## config.mk

```make
export PLATFORM = sky130hd
export DESIGN_NAME = rbfa_ctrl
export DESIGN_NICKNAME = d
export VERILOG_FILES = /design/src/sv/rbfa_pkg.sv /design/src/sv/rbfa_ctrl.sv
export SDC_FILE = /design/constraint.sdc
export NUM_CORES = 1
export LEC_CHECK = 0
export BUFFER_PORTS_ARGS = -buffer_cell sky130_fd_sc_hd__buf_2
export CORE_AREA = 8 8 45 47
export CTS_CLUSTER_DIAMETER = 150
export DETAILED_ROUTE_END_ITERATION = 7
export DIE_AREA = 0 0 53 55
export PLACE_DENSITY = 0.63
export SYNTH_ARGS = -nofsm -noshare
export SYNTH_HDL_FRONTEND = slang
export SYNTH_SLANG_ARGS = --single-unit
```

## constraint.sdc

```tcl
create_clock -name clk -period 1.9 [get_ports clk]
set_clock_uncertainty 0.05 [all_clocks]
set_input_delay 0.095 -clock clk [delete_from_list [all_inputs] [get_ports clk]]
set_output_delay 0.095 -clock clk [all_outputs]
set_load 0.01 [all_outputs]
```

## src/sv/rbfa_pkg.sv

```systemverilog
package rbfa_pkg;

  localparam int NUM_BANKS  = 256;
  localparam int BANK_BYTES = 16384;

  localparam int BANK_W = (NUM_BANKS > 1) ? $clog2(NUM_BANKS) : 1;
  localparam int FREE_W = $clog2(BANK_BYTES + 1);
  localparam int BNUM_W = 8;
  localparam int SIZE_W = 16;
  localparam int STAT_W = 3;
  localparam int ADDR_W = 4;
  localparam int DATA_W = 32;

  localparam logic [BNUM_W-1:0] AUTO_BANK   = 8'hFF;
  localparam logic [BNUM_W-1:0] MBC1_EXCL_A = 8'h20;
  localparam logic [BNUM_W-1:0] MBC1_EXCL_B = 8'h40;
  localparam logic [BNUM_W-1:0] MBC1_EXCL_C = 8'h60;
  localparam logic [BNUM_W-1:0] LAST_INDEX  = BNUM_W'(NUM_BANKS - 1);
  localparam logic [BNUM_W:0]   BANK_COUNT  = (BNUM_W + 1)'(NUM_BANKS);
  localparam logic [FREE_W-1:0] FULL_FREE   = FREE_W'(BANK_BYTES);
  localparam logic [SIZE_W-1:0] SIZE_LIMIT  = SIZE_W'(BANK_BYTES);

  typedef enum logic [1:0] {
    KIND_UNSET = 2'd0,
    KIND_CODE  = 2'd1,
    KIND_LIT   = 2'd2
  } kind_t;

  typedef enum logic [STAT_W-1:0] {
    ST_PLACED    = 3'd0,
    ST_OVERFULL  = 3'd1,
    ST_OUT_RANGE = 3'd2,
    ST_TOO_LARGE = 3'd3,
    ST_MIXED     = 3'd4,
    ST_NO_BANK   = 3'd5
  } status_t;

  typedef enum logic [1:0] {
    REG_FIRST_BANK = 2'd0,
    REG_LAST_BANK  = 2'd1,
    REG_MBC1_MODE  = 2'd2,
    REG_FORBID_MIX = 2'd3
  } reg_idx_t;

  typedef struct packed {
    logic [BNUM_W-1:0] first_bank;
    logic [BNUM_W-1:0] last_bank;
    logic              mbc1_mode;
    logic              forbid_mixing;
  } cfg_t;

  typedef struct packed {
    logic    load_in;
    logic    rd_fixed;
    logic    rd_scan;
    logic    scan_init;
    logic    commit;
    logic    mark_all;
    logic    set_res;
    logic    res_placed;
    status_t res_code;
    logic    out_load;
  } cmd_t;

  typedef struct packed {
    logic too_large;
    logic is_auto;
    logic fix_in_range;
    logic range_empty;
    logic scan_at_end;
    logic rd_valid;
    logic rd_last;
    logic entry_pass;
    logic kind_ok;
    logic over;
    logic out_free;
  } sts_t;

  function automatic logic mbc1_excluded(input logic [BNUM_W-1:0] b);
    return (b == MBC1_EXCL_A) || (b == MBC1_EXCL_B) || (b == MBC1_EXCL_C);
  endfunction

endpackage

```

## src/sv/rbfa_ctrl.sv

```systemverilog
module rbfa_ctrl (
  input  logic           clk,
  input  logic           rst,
  input  logic           in_valid,
  output logic           in_stall,
  input  rbfa_pkg::sts_t sts,
  output rbfa_pkg::cmd_t cmd
);
  import rbfa_pkg::*;

  typedef enum logic [4:0] {
    S_IDLE   = 5'b00001,
    S_DECIDE = 5'b00010,
    S_FIXCHK = 5'b00100,
    S_SCAN   = 5'b01000,
    S_DONE   = 5'b10000
  } state_t;

  state_t state, state_next;
  logic   issue_done, issue_done_next;

  assign in_stall = (state != S_IDLE);

  always_ff @(posedge clk) begin
    if (rst) begin
      state      <= S_IDLE;
      issue_done <= 1'b0;
    end else begin
      state      <= state_next;
      issue_done <= issue_done_next;
    end
  end

  always_comb begin
    cmd             = '0;
    state_next      = state;
    issue_done_next = issue_done;
    unique case (state)
      S_IDLE: begin
        if (in_valid) begin
          cmd.load_in = 1'b1;
          state_next  = S_DECIDE;
        end
      end
      S_DECIDE: begin
        priority if (sts.too_large) begin
          cmd.set_res  = 1'b1;
          cmd.res_code = ST_TOO_LARGE;
          state_next   = S_DONE;
        end else if (!sts.is_auto && sts.fix_in_range) begin
          cmd.rd_fixed = 1'b1;
          state_next   = S_FIXCHK;
        end else if (!sts.is_auto) begin
          cmd.mark_all = 1'b1;
          cmd.set_res  = 1'b1;
          cmd.res_code = ST_OUT_RANGE;
          state_next   = S_DONE;
        end else if (sts.range_empty) begin
          cmd.set_res  = 1'b1;
          cmd.res_code = ST_NO_BANK;
          state_next   = S_DONE;
        end else begin
          cmd.scan_init   = 1'b1;
          issue_done_next = 1'b0;
          state_next      = S_SCAN;
        end
      end
      S_FIXCHK: begin
        cmd.set_res = 1'b1;
        state_next  = S_DONE;
        if (!sts.kind_ok) begin
          cmd.res_code = ST_MIXED;
        end else begin
          cmd.commit     = 1'b1;
          cmd.res_placed = 1'b1;
          cmd.res_code   = sts.over ? ST_OVERFULL : ST_PLACED;
        end
      end
      S_SCAN: begin
        // Reads are issued one bank a cycle; each bank is checked in the cycle after its read.
        if (!issue_done) begin
          cmd.rd_scan = 1'b1;
          if (sts.scan_at_end) issue_done_next = 1'b1;
        end
        if (sts.rd_valid && sts.entry_pass) begin
          cmd.commit     = 1'b1;
          cmd.set_res    = 1'b1;
          cmd.res_placed = 1'b1;
          cmd.res_code   = ST_PLACED;
          state_next     = S_DONE;
        end else if (sts.rd_valid && sts.rd_last) begin
          cmd.set_res  = 1'b1;
          cmd.res_code = ST_NO_BANK;
          state_next   = S_DONE;
        end
      end
      S_DONE: begin
        if (sts.out_free) begin
          cmd.out_load = 1'b1;
          state_next   = S_IDLE;
        end
      end
      default: state_next = S_IDLE;
    endcase
  end

  a_commit_then_done: assert property (@(posedge clk) disable iff (rst)
    cmd.commit |=> (state == S_DONE))
    else $error("commit not followed by result stage");

endmodule

```

==> results.md <==
- Clock tree from TritonCTS: built
- Congestion Overflow GR: 0
- Number of cell instances on the worst register-to-register path: 5
- Synth Net Count: 71
- Count of fill cells added during filler insertion: 146
- Area occupied by multi-input gates: 318 sq um
- Wire length of the first global-routing pass: 2130 microns
- Storage element area: 120 sq um
- Post-route setup TNS: 0 ps
- Worst slew margin relative to its limit: 0.759
- CP startpoint kind: register
- Die Footprint: 2920 sq um
- Die height: 55 microns
- Kind of capture point of the worst setup path: primary output
- Final min period: 1800 ps
- Transition time at the pin with the least slew margin: 358 ps
- Clock sink count: 6
- Initial cell density of the core: 0.330
- Total via count in the routed design: 531
- HPWL after detailed placement: 1120 microns
- Number of hold buffers added after cts: 0
- Worst flop-to-flop path startpoint: state[2]
- Peak Freq: 557 MHz
- Post-CTS repair timing setup buffer count: 0
- Horiz. Die Dim: 53 microns
- Cell Rows: 14
- Clock slew seen by the registers of the worst setup and hold paths: 50 ps
- Worst setup path endpoint: cmd[8]
- Number of DRC markers in iteration 0: 9
- Setup repair after global routing missed its margin: false
- Crit path from: state[2]
- Stage delay of the slowest cell on the critical path: 390 ps
- Worst hold path class: input pin to register
- Cell area after synthesis: 457 sq um
- Signal arrival time at the worst endpoint: 1650 ps
- Syn. warnings: 0
- Crit Path Max Fanout: 8
- WP data required: 1750 ps
- Gpl congestion: 0.819
- Gate count of the mapped netlist: 57
- Hold_ws: 36.3 ps
- Uppermost signal routing layer after detailed routing: met4
- Commonest non-fill, non-tap cell in the layout: buf_2
- WL final: 1370 microns
- Synthesis-to-finish area growth: 36.2%
- Number of H-tree branching levels: 1
- Final Max Tran Viols: 0
- Number of endpoints with negative hold slack in the final report: 0
- Maximum VDD drop: 0.458 mV
- Longest Clk Path Bufs: 2
- Crit path max-delay family: simple AND/OR/NAND/NOR gates
- DR pass1 iterations: 3
- Number of global-route vias before repair: 487
- Detailed-routed wire length on met3: 116 microns
- Share of post-route cells with drive strength above 1: 0.447
- Buffers & Inverters on Critical Path: 2
- Leakage power: 0.331 nW
- Clock network latency to the later pin of the worst-skew pair: 250 ps
- Global Route Usage Sum: 0.0974
- Total number of cells along the worst setup path: 5
- Detailed-routed wire length on met2: 720 microns
- Wire length on met1: 515 microns
- Per-cell routed wire length: 13.5 microns
- Master of the slowest instance on the critical path: or3_1
- Cell types with the largest area share after synthesis: dfxtp_1, nor2_1, nand3b_1
- Detailed-route DRC error count: 0
- I/O pin count: 27
- Worst-case register-to-register setup slack: 420 ps
- Area of the placeable core: 1380 sq um
- Top-area cell type share of the netlist area: 0.263
- Clock Tree Root: clkbuf_4
- Sequential-to-total area share from yosys stat: 0.263
- Number of nets with antenna violations after detailed routing: 0
- Register bit total from synthesis: 6
- Endpoint of the worst register-to-register path: issue_done
- Category of the critical setup timing path: register to primary output
- Resized Gates After CTS: 0
- Max-cap violation count: 0
- Period utilization: 0.945
- Via count normalized by instance count: 5.26
- Outcome: finished clean
- Worst path cell trace: nor4_2 -> nand2_2 -> or3_1 -> inv_1 -> buf_2
- Commonest cells after routing, fill and taps aside: buf_2, nor2_1, dfxtp_1
- Count of buffers from port buffering: 26
- Final setup vio count: 0
- Fraction of the core area covered by cells at the end of the flow: 0.449
- Nets: 101
- Synth unique cells: 30
- Antenna diode count: 0
- Power per standard cell area: 592 nW/um^2
- Maximum number of pins on one net before global-route repair: 9
- Cell taking the most area after synthesis: dfxtp_1
- TritonCTS Buffers: 3
- Number of antenna violations at the first check in global routing: 0
- Avg Cell Area, Syn: 8.01 sq um
-- Yosys cell counts --
cell type  n
nand2b_1   2
o21ai_0    2
a21oi_1    4
nor4_1     1
o21ba_2    1
dfxtp_1    6
and3_1     1
nand3b_1   3
nor3_2     1
o211ai_1   1
nor3b_2    1
o32a_2     1
buf_4      1
inv_1      3
nand2_2    1
nand4b_1   2
nand2_1    4
a32o_1     1
nor3_1     3
or3_1      2
nor4b_2    1
nor4_2     1
nor2_1     7
o221ai_1   1
and3b_1    1
and2b_2    1
nand3_1    1
o311a_1    1
and3b_2    1
o31ai_1    1
-- registers in the layout, indices dropped and copies added (netlist names) --
| register | cells |
|---|---|
| issue_done | 1 |
| state | 5 |
-- where the power goes --
part / switching, W / internal, W
clock network: 0.0000455 / 0.0000714
logic: 0.0000576 / 0.0000468
registers: 0.0000117 / 0.000135
total: 0.000115 / 0.000253
-- cell families after synthesis --
| kind of cell | after synthesis | share of synthesized area |
|---|---|---|
| compound gates | 13 | 0.208 |
| flops | 6 | 0.263 |
| simple gates | 34 | 0.488 |
| buf+inv | 4 | 0.0411 |
-- per-stage QoR --
step / worst slack (ps) / total power, W / std cells / cell area (sq um)
floorplan: 440 / 0.000208 / 57 / 457
global placement: 395 / 0.000253 / 98 / 599
detailed placement: 357 / 0.000253 / 98 / 599
CTS: 81.7 / 0.000374 / 101 / 622
global route: 20.0 / 0.000392 / 101 / 622
finish: 104 / 0.000368 / 101 / 622
-- how the worst min path moves through the flow --
stage / cells past startpoint / start / to / slack (ps)
6_report: 2 / rst / state[3] / 40
5_1_grt: 2 / rst / state[3] / 40
4_1_cts: 2 / rst / state[3] / 20
3_5_place_dp: 2 / rst / state[3] / 290
3_3_place_gp: 2 / rst / state[2] / 290
2_1_floorplan: 1 / rst / state[3] / 110
-- layer usage --
metal	vias up	GRT usage
met5	-	0
met4	0	0.0517
met3	2	0.0374
met2	13	0.168
met1	245	0.101
li1	271	-
-- area by class of cell --
type / instances / area share
clock buffers: 3 / 0.0362
repair buffers: 26 / 0.209
multi-input cells: 47 / 0.511
flip-flops and latches: 6 / 0.193
inverters: 3 / 0.0181
well taps: 16 / 0.0322
Note: power is estimated with default switching activity, not from simulation.
