==> src/sv/rbfa_pkg.sv <==
package rbfa_pkg;

  localparam int NUM_BANKS  = 256;
  localparam int BANK_BYTES = 16384;

  localparam int BANK_W = (NUM_BANKS > 1) ? $clog2(NUM_BANKS) : 1;
  localparam int FREE_W = $clog2(BANK_BYTES + 1);
  localparam int BNUM_W = 8;
  localparam int SIZE_W = 16;
  localparam int STAT_W = 3;
  localparam int ADDR_W = 4;
  localparam int DATA_W = 32;

  localparam logic [BNUM_W-1:0] AUTO_BANK   = 8'hFF;
  localparam logic [BNUM_W-1:0] MBC1_EXCL_A = 8'h20;
  localparam logic [BNUM_W-1:0] MBC1_EXCL_B = 8'h40;
  localparam logic [BNUM_W-1:0] MBC1_EXCL_C = 8'h60;
  localparam logic [BNUM_W-1:0] LAST_INDEX  = BNUM_W'(NUM_BANKS - 1);
  localparam logic [BNUM_W:0]   BANK_COUNT  = (BNUM_W + 1)'(NUM_BANKS);
  localparam logic [FREE_W-1:0] FULL_FREE   = FREE_W'(BANK_BYTES);
  localparam logic [SIZE_W-1:0] SIZE_LIMIT  = SIZE_W'(BANK_BYTES);

  typedef enum logic [1:0] {
    KIND_UNSET = 2'd0,
    KIND_CODE  = 2'd1,
    KIND_LIT   = 2'd2
  } kind_t;

  typedef enum logic [STAT_W-1:0] {
    ST_PLACED    = 3'd0,
    ST_OVERFULL  = 3'd1,
    ST_OUT_RANGE = 3'd2,
    ST_TOO_LARGE = 3'd3,
    ST_MIXED     = 3'd4,
    ST_NO_BANK   = 3'd5
  } status_t;

  typedef enum logic [1:0] {
    REG_FIRST_BANK = 2'd0,
    REG_LAST_BANK  = 2'd1,
    REG_MBC1_MODE  = 2'd2,
    REG_FORBID_MIX = 2'd3
  } reg_idx_t;

  typedef struct packed {
    logic [BNUM_W-1:0] first_bank;
    logic [BNUM_W-1:0] last_bank;
    logic              mbc1_mode;
    logic              forbid_mixing;
  } cfg_t;

  typedef struct packed {
    logic    load_in;
    logic    rd_fixed;
    logic    rd_scan;
    logic    scan_init;
    logic    commit;
    logic    mark_all;
    logic    set_res;
    logic    res_placed;
    status_t res_code;
    logic    out_load;
  } cmd_t;

  typedef struct packed {
    logic too_large;
    logic is_auto;
    logic fix_in_range;
    logic range_empty;
    logic scan_at_end;
    logic rd_valid;
    logic rd_last;
    logic entry_pass;
    logic kind_ok;
    logic over;
    logic out_free;
  } sts_t;

  function automatic logic mbc1_excluded(input logic [BNUM_W-1:0] b);
    return (b == MBC1_EXCL_A) || (b == MBC1_EXCL_B) || (b == MBC1_EXCL_C);
  endfunction

endpackage

==> src/sv/rbfa_regs.sv <==
module rbfa_regs (
  input  logic                        clk,
  input  logic                        rst,
  input  logic                        psel,
  input  logic                        penable,
  input  logic                        pwrite,
  input  logic [rbfa_pkg::ADDR_W-1:0] paddr,
  input  logic [rbfa_pkg::DATA_W-1:0] pwdata,
  output logic [rbfa_pkg::DATA_W-1:0] prdata,
  output logic                        pready,
  output rbfa_pkg::cfg_t              cfg
);
  import rbfa_pkg::*;

  reg_idx_t idx;
  logic     wr;

  assign idx    = reg_idx_t'(paddr[ADDR_W-1:2]);
  assign wr     = psel && penable && pwrite;
  assign pready = 1'b1;

  always_ff @(posedge clk) begin
    if (rst) begin
      cfg.first_bank    <= 8'd1;
      cfg.last_bank     <= 8'd255;
      cfg.mbc1_mode     <= 1'b0;
      cfg.forbid_mixing <= 1'b0;
    end else if (wr) begin
      unique case (idx)
        REG_FIRST_BANK: cfg.first_bank    <= pwdata[BNUM_W-1:0];
        REG_LAST_BANK:  cfg.last_bank     <= pwdata[BNUM_W-1:0];
        REG_MBC1_MODE:  cfg.mbc1_mode     <= pwdata[0];
        REG_FORBID_MIX: cfg.forbid_mixing <= pwdata[0];
        default: ;
      endcase
    end
  end

  always_comb begin
    unique case (idx)
      REG_FIRST_BANK: prdata = DATA_W'(cfg.first_bank);
      REG_LAST_BANK:  prdata = DATA_W'(cfg.last_bank);
      REG_MBC1_MODE:  prdata = DATA_W'(cfg.mbc1_mode);
      REG_FORBID_MIX: prdata = DATA_W'(cfg.forbid_mixing);
      default:        prdata = '0;
    endcase
  end

endmodule

==> config.mk <==
export PLATFORM = sky130hd
export DESIGN_NAME = rbfa_regs
export DESIGN_NICKNAME = d
export VERILOG_FILES = /design/src/sv/rbfa_pkg.sv /design/src/sv/rbfa_regs.sv
export SDC_FILE = /design/constraint.sdc
export NUM_CORES = 1
export LEC_CHECK = 0
export BUFFER_PORTS_ARGS = -buffer_cell sky130_fd_sc_hd__buf_2
export CAP_MARGIN = 10
export CORE_UTILIZATION = 30
export DETAILED_ROUTE_END_ITERATION = 16
export PLACE_DENSITY_LB_ADDON = 0.3
export SLEW_MARGIN = 40
export SYNTH_ARGS = -nofsm -noshare
export SYNTH_HDL_FRONTEND = slang
export SYNTH_SLANG_ARGS = --single-unit
==> constraint.sdc <==
create_clock -name clk -period 1.1 [get_ports clk]
set_clock_uncertainty 0.05 [all_clocks]
set_input_delay 0.055 -clock clk [delete_from_list [all_inputs] [get_ports clk]]
set_output_delay 0.055 -clock clk [all_outputs]
set_load 0.02 [all_outputs]
==> results of run 1 <==
==> placed cells by master (no fill, tap or decap), types with 4 or more instances in the layout <==
cell / count
buf_2: 34
conb_1: 25
clkbuf_8: 4
mux2i_1: 23
buf_4: 14
dfxtp_1: 7
dfxtp_2: 11
nor2_1: 24
nand2b_1: 15
==> worst min path at each step <==
stage                     startpoint              endpoint  slack (ns)  cells after the start
after floorplan            pwdata[1]  cfg[11]$_SDFFE_PP0P_        0.16                      2
after global placement     pwdata[3]   cfg[5]$_SDFFE_PP1P_        0.28                      3
after detailed placement   pwdata[3]   cfg[5]$_SDFFE_PP1P_        0.29                      3
after CTS                  pwdata[6]  cfg[16]$_SDFFE_PP0P_        0.01                      3
after global routing       pwdata[7]  cfg[17]$_SDFFE_PP0P_        0.03                      3
final                      pwdata[7]  cfg[17]$_SDFFE_PP0P_        0.02                      3
==> metrics by stage <==
stage	setup slack, ns	hold slack, ns	util
finish	-0.187	0.0160	0.415
global route	-0.235	0.0265	0.415
CTS	-0.201	0.0145	0.409
detailed placement	0.0461	0.290	0.385
global placement	0.0757	0.277	0.385
floorplan	0.0798	0.160	-
==> power groups by stage <==
stage                     registers (W)  logic (W)  clock network (W)
after global placement         0.000681   0.000294                  0
final                          0.000667   0.000309           0.000533
after CTS                      0.000666   0.000304           0.000553
after detailed placement       0.000681   0.000298                  0
after floorplan                0.000691   0.000260                  0
after global routing           0.000668   0.000336           0.000586
==> metal layers <==
layer / vias up / track usage
met2: 47 / 0.205
li1: 450 / -
met5: - / 0
met3: 3 / 0.0328
met1: 404 / 0.145
met4: 0 / 0.0349
==> what timing repair did <==
item	4_1_cts	5_1_grt
endpoints found under the setup margin	1	6
resized for setup	5	13
buffers inserted	2	0
hold endpoints to repair	0	0
==> cell families after synthesis <==
kind of cell | count (synthesis) | share of synthesized area
simple gates | 45 | 0.217
buf+inv | 31 | 0.198
mux | 24 | 0.229
flops | 18 | 0.326
compound gates | 4 | 0.0226
other cells | 2 | 0.00680
==> layout make-up <==
cell class	count	area, µm²	share of cell area
clock buffers	4	55.1	0.0385
repair buffers	51	327	0.229
multi-input cells	98	612	0.428
inverters	1	3.75	0.00263
well taps	46	57.6	0.0403
flip-flops and latches	18	374	0.262
==> worst max-delay path: stages, from the launching register on <==
cell and delay, ns:
dfxtp_2 0.32, mux4_2 0.46, buf_6 0.15
==> results_dict.tcl, run 1 <==
set metrics [dict create \
    outcome "finished, violations left" \
    violations "negative setup slack" \
    synth-warning-count 0 \
    fin_crit_sh 1.17 \
    yosysTopAreaCell "dfxtp_1" \
    cp-end-kind "output pin" \
    die_x_um 62.7 \
    finalHoldViolations 0 \
    grt_pass1_wl_mm 3.71 \
    yosys-top-cells-count "buf_4 (25), nor2_1 (24), mux2i_1 (23)" \
    fmax_mhz 777 \
    place_area_mm2 0.00133 \
    netlist_top_cells_area "dfxtp_1 (33%), mux2i_1 (21%), buf_4 (17%)" \
    drtAntennaViolNets 0 \
    worstRegToRegCells 4 \
    dr.pass1.iters 4 \
    finalPower_w 0.00151 \
    antenna_cells 0 \
    path_clk_slew_ns 0.07 \
    synthToLayoutAreaGrowth_pct 29.3 \
    yosys.cell_count.top_type "buf_4" \
    die_y_um 62.7 \
    syn_inst 124 \
    htree_levels 1 \
    largest_reg_flops 18 \
    via_per_inst 4.15 \
    reg2reg_slack_ns 0.23 \
    cp_max_fo 2 \
    ys_seq_area_frac 0.326 \
    cts_tree "built" \
    first_iter_violations 34 \
    fin_ws_ns -0.187 \
    synth_top_cell_area_share 0.326 \
    clk_latency_ns 0.25 \
    port_buffers 40 \
    wl_met3_um 141 \
    grt_util_all_layers 0.120 \
    p_seq_frac 0.442 \
    period_needed_ns 1.29 \
    pwr-share-comb 0.205 \
    max_cap_viol_count 0 \
    met1_length_mm 1.02 \
    synth_edf_count 0 \
    antenna_found_initial 0 \
    worst_ep_required_time_ns 1.00 \
    rr_startpoint "cfg[0]$_SDFFE_PP0P_" \
    p_clk_frac 0.353 \
    reg2reg_to "cfg[0]$_SDFFE_PP0P_" \
    ioPinCount 92 \
    grt_pass1_vias 799 \
    design_area_mm2 0.00143 \
    core.rowCount 21 \
    drt-total-wl_mm 2.21 \
    worstPathArrival_ns 1.18 \
    grt_max_degree 25 \
    drive_gt1_frac 0.407 \
    clk_path_buf_depth 2 \
    clockRootBuffer "clkbuf_8" \
    fin_cells 218 \
    synth_cell_types 17 \
    slew_violations 0 \
    top_regs "cfg x18" \
    hold_buffers 0 \
    coreArea_mm2 0.00344 \
    drcViolationCount 0 \
    cts_sinks 18 \
    tns_ns -0.187 \
    n_fill_cell 356 \
    path_class "reg -> out" \
    top_register "cfg" \
    crit_start "cfg[0]$_SDFFE_PP0P_" \
    power.internal_w 0.00109 \
    p_leak_nw 0.651 \
    wl_per_cell_um 10.1 \
    maxUsedRoutingLayer "met4" \
    p_sw_frac 0.278 \
    power_switching_w 0.000420 \
    worst_ir_drop_vdd_v 0.000506 \
    powerDensity_mw_per_mm2 1060 \
    synth-main-ff-cell "dfxtp_1" \
    start_util 0.321 \
    startpoint_type "register" \
    synthArstFlopShare 0 \
    cts_made_buffers 3 \
    dp.cells 212 \
    hp-class "in -> reg" \
    synthesis.area_mm2 0.00110 \
    met2_wirelength_mm 1.03 \
    place_congestion 0.719 \
    vias 904 \
    avgSynthCellArea_um2 8.91 \
    die-area_mm2 0.00393 \
    dpl.hpwl_mm 1.73 \
    synth_seq_cells 18 \
    cp-endpoint "prdata[0]" \
    finalSetupViolations 1 \
    fin_nets 214 \
    rsz0062_at_grt "yes" \
    gr-total-overflow 0 \
]
(Power assumes the default switching activity.)
==> run 2: changes to the inputs <==
Settings changed: RECOVER_POWER set to 50.
==> run 2 against run 1 <==
The flow still finishes with violations (negative setup slack). Register-to-register slack hardly changed. First-iteration DRC count shrank 47%. Utilization is 1.2 points lower. Final cell count unchanged. Worst hold slack improved by 0.00067 ns. Non-clock buffer count unchanged. Largest cell class unchanged.
==> results_dict.tcl, run 2 (synthesis gave the netlist of run 1 again) <==
set metrics [dict create \
    met2_wirelength_mm 1.02 \
    cts_sinks 18 \
    gr-total-overflow 0 \
    multi_input_area_um2 601 \
    design_area_mm2 0.00139 \
    met1_length_mm 1.05 \
    finalHoldViolations 0 \
    worst_ir_drop_vdd_v 0.000504 \
    first_iter_violations 18 \
    slew_violations 0 \
    vias 903 \
    fmax_mhz 778 \
    slowest_delay_ns 0.46 \
    worstPathArrival_ns 1.18 \
    cp_cell_sequence "mux4_2 -> buf_6" \
    drcViolationCount 0 \
    period_needed_ns 1.29 \
    violations "negative setup slack" \
    layout_common_cells "buf_2 (30), conb_1 (25), nor2_1 (24), mux2i_1 (23), nand2b_1 (15)" \
    cp_max_fo 2 \
    die_y_um 62.7 \
    hold_buffers 0 \
    dr.pass1.iters 4 \
    place_area_mm2 0.00133 \
    clk_path_buf_depth 2 \
    p_leak_nw 0.625 \
    wl_met3_um 137 \
    largest_reg_flops 18 \
    dpl.hpwl_mm 1.73 \
    preCtsSetupSlack_ns 0.0461 \
    clk_latency_ns 0.25 \
    crit_start "cfg[0]$_SDFFE_PP0P_" \
    top_regs "cfg x18" \
    drive_gt1_frac 0.366 \
    cts_tree "built" \
    grt_max_degree 25 \
    die_x_um 62.7 \
    fin_nets 214 \
    die-area_mm2 0.00393 \
    drt-total-wl_mm 2.23 \
    clockRootBuffer "clkbuf_8" \
    ioPinCount 92 \
    cp-end-kind "output pin" \
    port_buffers 40 \
    n_fill_cell 366 \
    path_clk_slew_ns 0.07 \
    tns_ns -0.186 \
    maxUsedRoutingLayer "met4" \
    powerDensity_mw_per_mm2 1080 \
    min_from "pwdata[7]" \
    rsz0062_at_grt "yes" \
    layout_commonest_cell "buf_2" \
    worst_ep_required_time_ns 1.00 \
    slowest_stage "mux4_2" \
    coreArea_mm2 0.00344 \
    outcome "finished, violations left" \
    htree_levels 1 \
    core.rowCount 21 \
    worstRegToRegCells 4 \
    finalPower_w 0.00150 \
    grt_util_all_layers 0.120 \
    top_register "cfg" \
    grt_pass1_vias 799 \
    synthToLayoutAreaGrowth_pct 25.6 \
    hold-path-cell-count 3 \
    max_cap_viol_count 0 \
    via_per_inst 4.14 \
    hp-class "in -> reg" \
    wl_per_cell_um 10.2 \
    fin_crit_sh 1.17 \
    cts_made_buffers 3 \
    antenna_found_initial 0 \
    drtAntennaViolNets 0 \
    path_class "reg -> out" \
    final_core_util 0.403 \
    fin_ws_ns -0.186 \
    place_congestion 0.719 \
    rr_startpoint "cfg[0]$_SDFFE_PP0P_" \
    startpoint_type "register" \
    regArea_um2 374 \
    finalSetupViolations 1 \
    antenna_cells 0 \
    grt_pass1_wl_mm 3.71 \
    start_util 0.321 \
]
[run 2: worst paths after layout]
kind | end | slack, ns
worst max-delay path | prdata[0] | -0.19
worst min-delay path | cfg[17]$_SDFFE_PP0P_ | 0.02
worst max register to register | cfg[0]$_SDFFE_PP0P_ | 0.23
worst min register to register | cfg[14]$_SDFFE_PP0P_ | 0.44
[run 2: per-stage QoR]
stage                     hold WS, ns  std cells
after floorplan                 0.160        147
after global placement          0.277        212
after detailed placement        0.290        212
after CTS                      0.0145        218
after global routing           0.0267        218
final                          0.0167        218
[run 2: where the power goes]
group / total, W / internal (W) / switching [W]
clock: 0.000531 / 0.000318 / 0.000214
sequential: 0.000667 / 0.000661 / 0.00000594
combinational: 0.000301 / 0.000105 / 0.000196
total: 0.00150 / 0.00108 / 0.000416
[run 2: area by class of cell]
| cell class | instances | share of cell area |
|---|---|---|
| well taps | 46 | 0.0415 |
| repair buffers | 51 | 0.214 |
| inverters | 1 | 0.00271 |
| clock buffers | 4 | 0.0397 |
| flip-flops and latches | 18 | 0.270 |
| multi-input cells | 98 | 0.433 |
[run 2: per-layer routing]
metal,up-vias,GRT usage
met2,47,0.205
met1,401,0.145
met4,0,0.0349
li1,452,-
met5,-,0
met3,3,0.0328
[run 2: worst max-delay path, delay by kind of cell, from the launching register on]
| kind | cells | cell delay, ns |
|---|---|---|
| muxes | 1 | 0.46 |
| DFF | 1 | 0.32 |
| buffers and inverters | 1 | 0.15 |
[run 2: what timing repair did]
| item | 4_1_cts | 5_1_grt |
|---|---|---|
| buffers inserted | 2 | 0 |
| gates cloned | 0 | 0 |
| resized for setup | 5 | 13 |
| endpoints found under the setup margin | 1 | 6 |
